--- src/design/htw_pkg.sv ---
// ----------------------------------------------------------------------------
// htw_pkg: shared definitions for the hierarchical timing wheel
// Sizes of the wheels and node pool, request and response codes, and the
// response beat carried from the sequencer to the output register.
// ----------------------------------------------------------------------------
`default_nettype none

package htw_pkg;

	localparam int NEAR_BITS    = 8;
	localparam int LEVEL_BITS   = 6;
	localparam int OUTER_LEVELS = 4;
	localparam int POOL_SIZE    = 32;

	localparam int NEAR_SLOTS  = 1 << NEAR_BITS;
	localparam int LEVEL_SLOTS = 1 << LEVEL_BITS;
	localparam int SLOT_TOTAL  = NEAR_SLOTS + OUTER_LEVELS * LEVEL_SLOTS;
	localparam int SLOT_W      = $clog2(SLOT_TOTAL);
	localparam int NODE_W      = 6;
	localparam int NODE_IW     = $clog2(POOL_SIZE);
	localparam int LV_W        = (OUTER_LEVELS > 1) ? $clog2(OUTER_LEVELS) : 1;
	localparam int ENTRY_W     = 2 * NODE_W;
	localparam int ID_W        = 31;
	localparam int CNT_W       = 6;

	localparam logic [NODE_W-1:0] NODE_NONE = 6'd63;
	localparam logic [63:0] MAX_DIST =
		(64'd1 << (NEAR_BITS + OUTER_LEVELS * LEVEL_BITS)) - 64'd1;
	localparam int TOP_SHIFT = NEAR_BITS + (OUTER_LEVELS - 1) * LEVEL_BITS;
	localparam int TOP_BASE  = NEAR_SLOTS + (OUTER_LEVELS - 1) * LEVEL_SLOTS;

	localparam logic [1:0] REQ_SCHED  = 2'd0;
	localparam logic [1:0] REQ_CANCEL = 2'd1;
	localparam logic [1:0] REQ_TICK   = 2'd2;

	localparam logic [1:0] KIND_SCHED  = 2'd0;
	localparam logic [1:0] KIND_CANCEL = 2'd1;
	localparam logic [1:0] KIND_FIRED  = 2'd2;
	localparam logic [1:0] KIND_DONE   = 2'd3;

	localparam logic STAT_OK   = 1'b0;
	localparam logic STAT_FAIL = 1'b1;

	typedef struct packed {
		logic [1:0]       kind;
		logic             status;
		logic [ID_W-1:0]  id;
		logic [CNT_W-1:0] cnt;
		logic             last;
	} out_beat_t;

endpackage

`default_nettype wire

--- src/design/htw_out_reg.sv ---
// ----------------------------------------------------------------------------
// htw_out_reg: response output register
// Holds one response beat toward the consumer and frees itself when the
// beat is taken, so the sequencer can load the next one in the same cycle.
// ----------------------------------------------------------------------------
`default_nettype none

module htw_out_reg (
	input  wire logic              clk,
	input  wire logic              arst_n,
	input  wire logic              load,
	input  wire htw_pkg::out_beat_t beat_in,
	input  wire logic              stall,
	output logic                   can_load,
	output logic                   valid,
	output htw_pkg::out_beat_t     beat_out
);

	logic valid_q;
	htw_pkg::out_beat_t beat_q;

	assign can_load = !valid_q || !stall;
	assign valid    = valid_q;
	assign beat_out = beat_q;

	always_ff @(posedge clk or negedge arst_n) begin
		if (!arst_n) begin
			valid_q <= 1'b0;
		end else if (can_load) begin
			valid_q <= load;
		end
	end

	always_ff @(posedge clk) begin
		if (can_load && load) begin
			beat_q <= beat_in;
		end
	end

endmodule

`default_nettype wire

--- config.mk ---
export PLATFORM = sky130hd
export DESIGN_NAME = htw_out_reg
export DESIGN_NICKNAME = d
export VERILOG_FILES = /design/src/design/htw_pkg.sv /design/src/design/htw_out_reg.sv
export SDC_FILE = /design/constraint.sdc
export NUM_CORES = 1
export LEC_CHECK = 0
export BUFFER_PORTS_ARGS = -buffer_cell sky130_fd_sc_hd__buf_2
export CORE_ASPECT_RATIO = 0.75
export CORE_MARGIN = 2
export CORE_UTILIZATION = 45
export CTS_BUF_LIST = sky130_fd_sc_hd__clkbuf_4 sky130_fd_sc_hd__clkbuf_8
export DETAILED_ROUTE_END_ITERATION = 10
export PLACE_DENSITY = 0.86
export SKIP_LAST_GASP = 1
export SYNTH_ARGS = -nofsm -noshare
export SYNTH_HDL_FRONTEND = slang
export SYNTH_SLANG_ARGS = --single-unit
--- constraint.sdc ---
create_clock -name clk -period 3.1 [get_ports clk]
set_input_delay 0.62 -clock clk [delete_from_list [all_inputs] [get_ports clk]]
set_output_delay 0.62 -clock clk [all_outputs]
set_load 0.05 [all_outputs]
-- After elaboration in Yosys (flattened, before gate mapping)
Index checks and enable logic that the tools add are counted.
- flip-flop bits (word level): 42
- word-level logic and storage cells: 10
- reductions and logical operators: 4
- operators by type and width (kind ; number):
    1-bit logical NOT ; 2
    1-bit logical AND ; 1
    1-bit logical OR ; 1

-- Logic depth before layout (Yosys ltp)
Gate-level depths: netlist (run 1).
- depth in word-level cells: 3
- gate-level depth with buffers: 1
- mapped depth without buffers: 1

-- Worst setup path before layout (run 1)
No wires, ideal clock.
- kind: input to register
- from: input port stall
- to: register beat_q, in the netlist beat_out[0], enable pin
- stages on the path: 1
- path buffers: 0
- setup time: 412 ps
- path slack: 862 ps
- arrival: 1826 ps
- cell sequence: a21boi_2
- longest elaborated chain between the ends: 3
- ends and longest elaborated chain (what ; RTL line ; source):
    start, declared ; htw_out_reg.sv:13 ; input wire logic stall,
    1-bit logical NOT ; htw_out_reg.sv:22 ; assign can_load = !valid_q || !stall;
    1-bit logical OR ; htw_out_reg.sv:22 ;
    1-bit logical AND ; htw_out_reg.sv:35 ; if (can_load && load) begin
    end signal, assigned ; htw_out_reg.sv:36 ; beat_q <= beat_in;
    end, declared ; htw_out_reg.sv:20 ; htw_pkg::out_beat_t beat_q;
No other way between the ends.
A chain may end at the register's enable or synchronous reset.

-- Worst setup path after layout (run 1)
- from: input port stall
- to: register beat_q, in the netlist beat_out[40], enable pin
Same word-level chain as after synthesis.

==> metrics.md, run 1 <==
| Metric | Value |
|---|---|
| LEAKAGE | 0.810 nW |
| Psw | 0.310 mW |
| FP Rows | 16 |
| Clock latency on the worst-skew pair | 0.28 ns |
| Hold_ws | 0.0942 ns |
| Grt ovf | 0 |
| Yosys top cell area share | 96.3% |
| Clk sinks | 42 |
| Router iterations before antenna repair | 4 |
| P_int | 0.866 mW |
| Fraction of layout instances using a drive strength above 1 | 68.1% |
| Critical path endpoint category | flop |
| Synth-to-Final Area Change | 45.4% |
| Clock Root Buffer | clkbuf_8 |
| DR vias | 790 |
| Critical setup path kind | in -> reg |
| Sw Ratio | 26.4% |
| Element type at the critical path start | input port |
| Synthesized instance count | 45 |
| Slew margin rel. | 62.3% |
| Worst EP required | 3.06 ns |
| Arrival time at the worst endpoint | 1.64 ns |
| RSZ-0062 raised after global routing | no |
| HP Class | in -> async |
| Power per Cell Area | 633 nW/µm² |
| Top-level I/O count | 88 |
| CTS buffer count | 5 |
| Clock power share | 27.8% |
| Post-layout nets | 185 |
| Post-synthesis sequential area ratio | 98.2% |
| Commonest cells in the netlist | edfxtp_1 (41), a21boi_2 (1), a21o_1 (1), dfrtp_1 (1), nand2_1 (1) |
| Core area | 2660 µm² |
| H-tree levels | 2 |
| Number of global-route vias before repair | 800 |
| Most area-consuming cells after synthesis | edfxtp_1 (96%), dfrtp_1 (2.0%), a21boi_2 (0.88%), a21o_1 (0.59%), nand2_1 (0.29%) |
| Final Hold Viols | 0 |
| Fill cell count | 171 |
| Setup violators final | 0 |
| Syn Nets | 90 |
| Initial antenna violation count | 0 |
| Post-route clock period utilization | 54.0% |
| Cell Area, Synth | 1280 µm² |
| DRC Markers | 0 |
| DIE HEIGHT | 50.2 µm |
| Vias per inst | 4.46 |
| Final Max Slew Viols | 0 |
| Initial Util | 48.0% |
| Die area | 3290 µm² |
| Cell taking the most area after synthesis | edfxtp_1 |
| # port buffers | 87 |
| First-pass GRT wire length | 3390 µm |
| Sequential cell fraction of total power | 56.8% |
| Cell with the most instances after synthesis | edfxtp_1 |
| Final clock skew | 0.00381 ns |
| Asr flop ratio synth | 2.38% |
| Final TNS setup | 0 ns |
| Combinational Power Share | 15.4% |
| Max Cap Viol | 0 |
| Total track usage | 15.3% |
| N_diodes | 0 |
| Pin count of the biggest net entering global routing | 26 |
| Post-synth EDFFs | 41 |
| Crit-path max FO | 25 |
| Synth unique cells | 5 |
| CTS Hold Bufs | 0 |
| Reg clk slew, reported paths | 0.07 ns |
| # resized after CTS | 0 |
| DRT iter0 DRCs | 46 |
| CTS tree | done |
| Antenna viol nets, final | 0 |
| Ys Warns | 0 |
| Flops & latches, synth | 42 |
| Commonest register cell after synthesis | edfxtp_1 |
| Clk buf depth | 2 |
| Setup bufs post-CTS | 0 |
| Wire length per cell | 13.9 µm |
| Final Critical Period | 1.68 ns |
| Worst vdd rail ir drop | 0.381 mV |
| Die Wd | 65.6 µm |
| Post-Syn Area per Cell | 28.4 µm² |
| Routed wire length | 2460 µm |
| Worst Max-Slew Pin Slew | 0.564 ns |
| GPL Wtd Cong | 0.718 |
| Status | finished, final reports clean |
| Peak Freq | 597 MHz |
-- worst paths after layout --
path / start / endpoint / slack (ns) / cells after the start
setup / recovery: stall / beat_out[40] / 1.42 / 3
hold / removal: arst_n / valid / 0.09 / 1
setup reg to reg: valid / beat_out[40] / 1.43 / 2
hold reg to reg: valid / valid / 0.59 / 1
max in group asynchronous: arst_n / valid / 2.92 / 1
min in group clk: beat_in[1] / beat_out[1] / 0.51 / 1
-- power by group through the flow --
stage	combinational, mW	clock [mW]	sequential [mW]
CTS	0.184	0.341	0.668
global placement	0.180	0	0.680
global route	0.190	0.363	0.670
floorplan	0.0148	0	0.789
detailed placement	0.184	0	0.681
finish	0.182	0.327	0.668
-- per-layer routing --
metal / global-route usage [%] / wire length, µm / vias to the layer above
li1: - / - / 368
met1: 14.3 / 818 / 344
met2: 25.2 / 1170 / 73
met3: 10.1 / 428 / 5
met4: 8.33 / 34 / 0
met5: 0 / 0 / -
-- through the flow --
step / utilization (%) / cell area [µm²] / cells / power, mW / setup WS (ns)
3_3_place_gp: 66.6 / 1770 / 169 / 0.860 / 1.17
4_1_cts: 69.8 / 1860 / 177 / 1.19 / 1.40
6_report: 69.8 / 1860 / 177 / 1.18 / 1.42
2_1_floorplan: - / 1280 / 45 / 0.804 / 0.862
3_5_place_dp: 66.6 / 1770 / 169 / 0.865 / 1.10
5_1_grt: 69.8 / 1860 / 177 / 1.22 / 1.34
-- cell usage in the layout (no fill, tap or decap), drive strengths merged --
| master | netlist | final |
|---|---|---|
| dfrtp | 1 | 1 |
| a21boi | 1 | 1 |
| edfxtp | 41 | 41 |
| buf | 0 | 88 |
| a21o | 1 | 1 |
| nand2 | 1 | 1 |
| clkbuf | 0 | 6 |
| clkinv | 0 | 2 |
-- cell type report --
class	instances	area [µm²]	share of cell area [%]
Sequential cell	42	1260	67.6
Timing Repair Buffer	88	443	23.8
Clock buffer	6	76.3	4.10
Tap cell	36	45.0	2.42
Multi-Input combinational cell	3	30.0	1.62
Clock inverter	2	8.76	0.471
-- registers in the layout, summed over array words and instances (netlist names) --
| signal | cells |
|---|---|
| beat_out | 41 |
| valid | 1 |
-- logic make-up after synthesis --
family | count (synthesis) | share of synthesized area, %
AO/OA/AOI/OAI | 2 | 1.47
flip-flops | 42 | 98.2
AND/OR/NAND/NOR | 1 | 0.293
-- critical path, cell delays in order --
cell	delay (ns)
buf_2	0.12
a21boi_4	0.48
buf_4	0.40
Note: power is estimated with default switching activity, not from simulation.
==> run 2: changes to the inputs <==
--- a/config.mk
+++ b/config.mk
@@ -8,10 +8,10 @@
 export BUFFER_PORTS_ARGS = -buffer_cell sky130_fd_sc_hd__buf_2
 export CORE_ASPECT_RATIO = 0.75
 export CORE_MARGIN = 2
-export CORE_UTILIZATION = 45
+export CORE_UTILIZATION = 38
 export CTS_BUF_LIST = sky130_fd_sc_hd__clkbuf_4 sky130_fd_sc_hd__clkbuf_8
 export DETAILED_ROUTE_END_ITERATION = 10
-export PLACE_DENSITY = 0.86
+export PLACE_DENSITY = 0.77
 export SKIP_LAST_GASP = 1
 export SYNTH_ARGS = -nofsm -noshare
 export SYNTH_HDL_FRONTEND = slang
==> constraint.sdc (replaced) <==
create_clock -name clk -period 1.51 [get_ports clk]
set_input_delay 0.302 -clock clk [delete_from_list [all_inputs] [get_ports clk]]
set_output_delay 0.302 -clock clk [all_outputs]
set_load 0.05 [all_outputs]
==> run 2 against run 1 <==
Against the previous run: critical path depth fell by 1; critical path type is now reg -> out; critical endpoint is now can_load; core utilization fell by 10 points; first-iteration DRC count rose by 2.2%.
==> metrics.md, run 2 (synthesis results as in run 1) <==
| Metric | Value |
|---|---|
| Clock Root Buffer | clkbuf_8 |
| Antenna viol nets, final | 0 |
| DIE HEIGHT | 54.2 µm |
| DR vias | 764 |
| Final Critical Period | 1.36 ns |
| Clk sinks | 42 |
| Commonest cells after routing, fill and taps aside | buf_2 (87), edfxtp_1 (41), clkbuf_8 (6) |
| Die area | 3850 µm² |
| Final Hold Viols | 0 |
| Finished Layout Cells | 183 |
| Worst vdd rail ir drop | 0.846 mV |
| Clk buf depth | 2 |
| Finished Core Util | 59.5% |
| Clock latency on the worst-skew pair | 0.28 ns |
| Slew margin rel. | 82.8% |
| Initial Util | 39.4% |
| Critical path endpoint category | output port |
| Reg clk slew, reported paths | 0.07 ns |
| Worst EP required | 1.21 ns |
| Post-route clock period utilization | 89.9% |
| Clock power share | 33.7% |
| Arrival time at the worst endpoint | 1.06 ns |
| Power per Cell Area | 1370 nW/µm² |
| Setup violators final | 0 |
| Crit-path max FO | 4 |
| Wire length per cell | 12.8 µm |
| Combinational Power Share | 14.5% |
| Placed Area | 1800 µm² |
| Sequential cell fraction of total power | 51.8% |
| H-tree levels | 2 |
| Final instance area | 1930 µm² |
| Total track usage | 12.6% |
| Synth-to-Final Area Change | 51.0% |
| Fill cell count | 252 |
| RSZ-0062 raised after global routing | no |
| Worst Max-Slew Pin Slew | 0.260 ns |
| N_diodes | 0 |
| Commonest non-fill, non-tap cell in the layout | buf_2 |
| Critical setup path kind | reg -> out |
| Setup bufs post-CTS | 0 |
| Number of global-route vias before repair | 747 |
| GPL Wtd Cong | 0.651 |
| Psw | 0.638 mW |
| Element type at the critical path start | flop |
| DRC Markers | 0 |
| Core area | 3240 µm² |
| Final WS setup | 0.152 ns |
| Initial antenna violation count | 0 |
| Post-layout nets | 187 |
| # port buffers | 87 |
| First-pass GRT wire length | 3390 µm |
| Hold_ws | 0.191 ns |
| CTS buffer count | 5 |
| Final Max Slew Viols | 0 |
| HP Class | in -> reg |
| Final TNS setup | 0 ns |
| Final clock skew | 0.00346 ns |
| Fraction of layout instances using a drive strength above 1 | 69.2% |
| Grt ovf | 0 |
| Sw Ratio | 24.1% |
| Largest register FFs | 41 |
| Dpl cells | 174 |
| Die Wd | 71.0 µm |
| LEAKAGE | 0.838 nW |
| Vias per inst | 4.17 |
| Max Cap Viol | 0 |
| CTS tree | done |
| Status | finished, final reports clean |
| Top-level I/O count | 88 |
| Placement Setup Slack | 0.313 ns |
| Final Total Pwr | 2.65 mW |
| FP Rows | 18 |
| P_int | 2.01 mW |
| Peak Freq | 736 MHz |
| Router iterations before antenna repair | 3 |
| Pin count of the biggest net entering global routing | 28 |
| Routed wire length | 2340 µm |
| DRT iter0 DRCs | 47 |
run 2: per-layer routing:
layer / wire length [µm] / GRT usage, %
met4: 38 / 6.60
met3: 335 / 7.18
met5: 0 / 0
met2: 1160 / 20.6
met1: 806 / 13.4
run 2: final timing paths:
check / start / to / slack [ns] / cells past startpoint
setup / recovery: valid / can_load / 0.15 / 2
setup reg to reg: valid / beat_out[14] / 0.35 / 2
min in group asynchronous: arst_n / valid / 0.31 / 2
max in group asynchronous: arst_n / valid / 1.10 / 2
hold / removal: beat_in[16] / beat_out[16] / 0.19 / 1
hold reg to reg: valid / valid / 0.56 / 1
run 2: timing repair:
item / 4_1_cts / 5_1_grt
hold buffers: 1 / 0
hold endpoints to repair: 1 / 0
gates resized for setup: 0 / 0
run 2: worst max-delay path, cell delays in order (launching register included):
cell and delay, ns:
dfrtp_2 0.44, nand2_1 0.08, buf_2 0.26
run 2: cell type report:
class | instances | area [µm²] | area share, %
well taps | 40 | 50.0 | 2.59
repair buffers | 90 | 473 | 24.5
clock buffers | 7 | 90.1 | 4.67
multi-input cells | 3 | 30.0 | 1.56
clock inverters | 1 | 30.0 | 1.56
flip-flops and latches | 42 | 1260 | 65.1
run 2: power groups by stage:
stage | Clock (mW) | Sequential [mW] | Combinational (mW)
floorplan | 0 | 1.62 | 0.0320
global placement | 0 | 1.40 | 0.378
detailed placement | 0 | 1.40 | 0.385
CTS | 0.911 | 1.37 | 0.386
global route | 0.956 | 1.38 | 0.402
finish | 0.891 | 1.37 | 0.383
==> run 3: changes to the inputs <==
--- a/config.mk
+++ b/config.mk
@@ -11,7 +11,7 @@
 export CORE_UTILIZATION = 38
 export CTS_BUF_LIST = sky130_fd_sc_hd__clkbuf_4 sky130_fd_sc_hd__clkbuf_8
 export DETAILED_ROUTE_END_ITERATION = 10
-export PLACE_DENSITY = 0.77
+export PLACE_DENSITY_LB_ADDON = 0.1
 export SKIP_LAST_GASP = 1
 export SYNTH_ARGS = -nofsm -noshare
 export SYNTH_HDL_FRONTEND = slang
==> run 3 against run 2 <==
Against the previous run: clock power down 23%; core utilization shrank 1.1 points; highest routed layer unchanged; largest power group unchanged; flip-flop and latch count unchanged; global-route usage down 0.71 points.
==> metrics.md, run 3 (synthesis results as in run 1) <==
| Metric | Value |
|---|---|
| Clock latency on the worst-skew pair | 0.28 ns |
| Worst setup startpoint | valid |
| Post-route clock period utilization | 88.9% |
| Pin count of the biggest net entering global routing | 24 |
| RSZ-0062 raised after global routing | no |
| CP Cell Sequence | nand2_1, buf_2 |
| CP top delay family | flip-flops |
| Commonest non-fill, non-tap cell in the layout | buf_2 |
| Worst Max-Slew Pin Slew | 0.258 ns |
| Post-layout nets | 187 |
| # port buffers | 87 |
| CTS buffer count | 5 |
| WP buf/inv | 1 |
| GPL Wtd Cong | 0.701 |
| DIE HEIGHT | 54.2 µm |
| Worst EP required | 1.21 ns |
| Grt ovf | 0 |
| Final clock skew | 0.00389 ns |
| Critical setup path kind | reg -> out |
| Synth-to-Final Area Change | 48.1% |
| Final Critical Period | 1.34 ns |
| HP Class | in -> reg |
| DRC Markers | 0 |
| Slowest stage delay, CP | 0.44 ns |
| DR vias | 762 |
| CP max-delay cell | dfrtp_2 |
| Status | finished, final reports clean |
| Commonest cells after routing, fill and taps aside | buf_2 (87), edfxtp_1 (41), clkbuf_8 (5) |
| Core area | 3240 µm² |
| Setup bufs post-CTS | 0 |
| R2R Setup Slk | 0.30 ns |
| Clk sinks | 42 |
| First-pass GRT wire length | 3200 µm |
| H-tree levels | 2 |
| DRT iter0 DRCs | 55 |
| Critical path endpoint category | output port |
| Largest register FFs | 41 |
| Slew margin rel. | 82.9% |
| Wire length per cell | 13.0 µm |
| Vias per inst | 4.19 |
| Critical R2R Launch | valid |
| Initial antenna violation count | 0 |
| Router iterations before antenna repair | 4 |
| Placement Setup Slack | 0.278 ns |
| Crit-path max FO | 4 |
| Final instance area | 1890 µm² |
| Clock Root Buffer | clkbuf_8 |
| FP Rows | 18 |
| Number of global-route vias before repair | 694 |
| Routed wire length | 2360 µm |
| Worst vdd rail ir drop | 0.849 mV |
| Placed Area | 1800 µm² |
| Setup violators final | 0 |
| Element type at the critical path start | flop |
| LEAKAGE | 0.822 nW |
| WP depth | 2 |
| Reg2reg end | beat_out[0] |
| Final Hold Viols | 0 |
| N_diodes | 0 |
| Max Cap Viol | 0 |
| CTS tree | done |
| Antenna viol nets, final | 0 |
| Clk buf depth | 2 |
| Initial Util | 39.4% |
| Arrival time at the worst endpoint | 1.04 ns |
| Fraction of layout instances using a drive strength above 1 | 69.0% |
| Critical Path End | can_load |
| Die Wd | 71.0 µm |
| Total track usage | 11.9% |
| Reg2Reg Depth | 2 |
| Peak Freq | 745 MHz |
| Top-level I/O count | 88 |
| Reg clk slew, reported paths | 0.07 ns |
| Final WS setup | 0.168 ns |
| Finished Core Util | 58.4% |
| Hold Crit Depth | 1 |
| Power per Cell Area | 1290 nW/µm² |
| Die area | 3850 µm² |
| Final Max Slew Viols | 0 |
run 3: changes by cell type in the layout (fill, tap and decap cells not counted):
cell       before  now
bufinv_16       1    0
clkbuf_4        1    2
clkbuf_8        6    5
run 3: report_power, final:
group          total, mW  switching (mW)  internal [mW]
Clock              0.685           0.332          0.354
Combinational      0.382           0.287         0.0950
Sequential          1.37          0.0154           1.36
Total               2.44           0.634           1.80
run 3: metal layers:
layer / global-route usage (%) / vias up / part of all wire [%] / wire length, µm
li1: - / 371 / - / -
met2: 18.4 / 48 / 48 / 1140
met5: 0 / - / 0 / 0
met4: 6.60 / 0 / 1.0 / 24
met3: 5.52 / 3 / 11 / 251
met1: 14.1 / 340 / 40 / 938
run 3: final cells by class:
type,instances,area (µm²)
clock buffer,7,83.8
fill,267,1350
multi-input combinational,3,30.0
sequential,42,1260
tap,40,50.0
timing repair buffer,90,473
run 3: worst min-delay path by stage:
stage | startpoint | endpoint | slack [ns]
floorplan | arst_n | valid | 0.006
global placement | arst_n | valid | 0.08
detailed placement | arst_n | valid | 0.08
CTS | beat_in[38] | beat_out[38] | 0.18
global route | beat_in[20] | beat_out[20] | 0.17
finish | beat_in[37] | beat_out[37] | 0.19
run 3: what timing repair did:
action | CTS | global route
hold buffers | 1 | 0
endpoints found under the hold margin | 1 | 0
endpoints found under the setup margin | 0 | 0
gates resized for setup | 0 | 0
run 3: metrics by stage:
| step | total power, mW | hold WS [ns] | std cells | setup TNS (ns) |
|---|---|---|---|---|
| 2_1_floorplan | 1.65 | 0.00641 | 45 | -8.66 |
| 3_3_place_gp | 1.78 | 0.0788 | 174 | 0 |
| 3_5_place_dp | 1.78 | 0.0818 | 174 | 0 |
| 4_1_cts | 2.47 | 0.179 | 182 | 0 |
| 5_1_grt | 2.53 | 0.171 | 182 | 0 |
| 6_report | 2.44 | 0.187 | 182 | 0 |
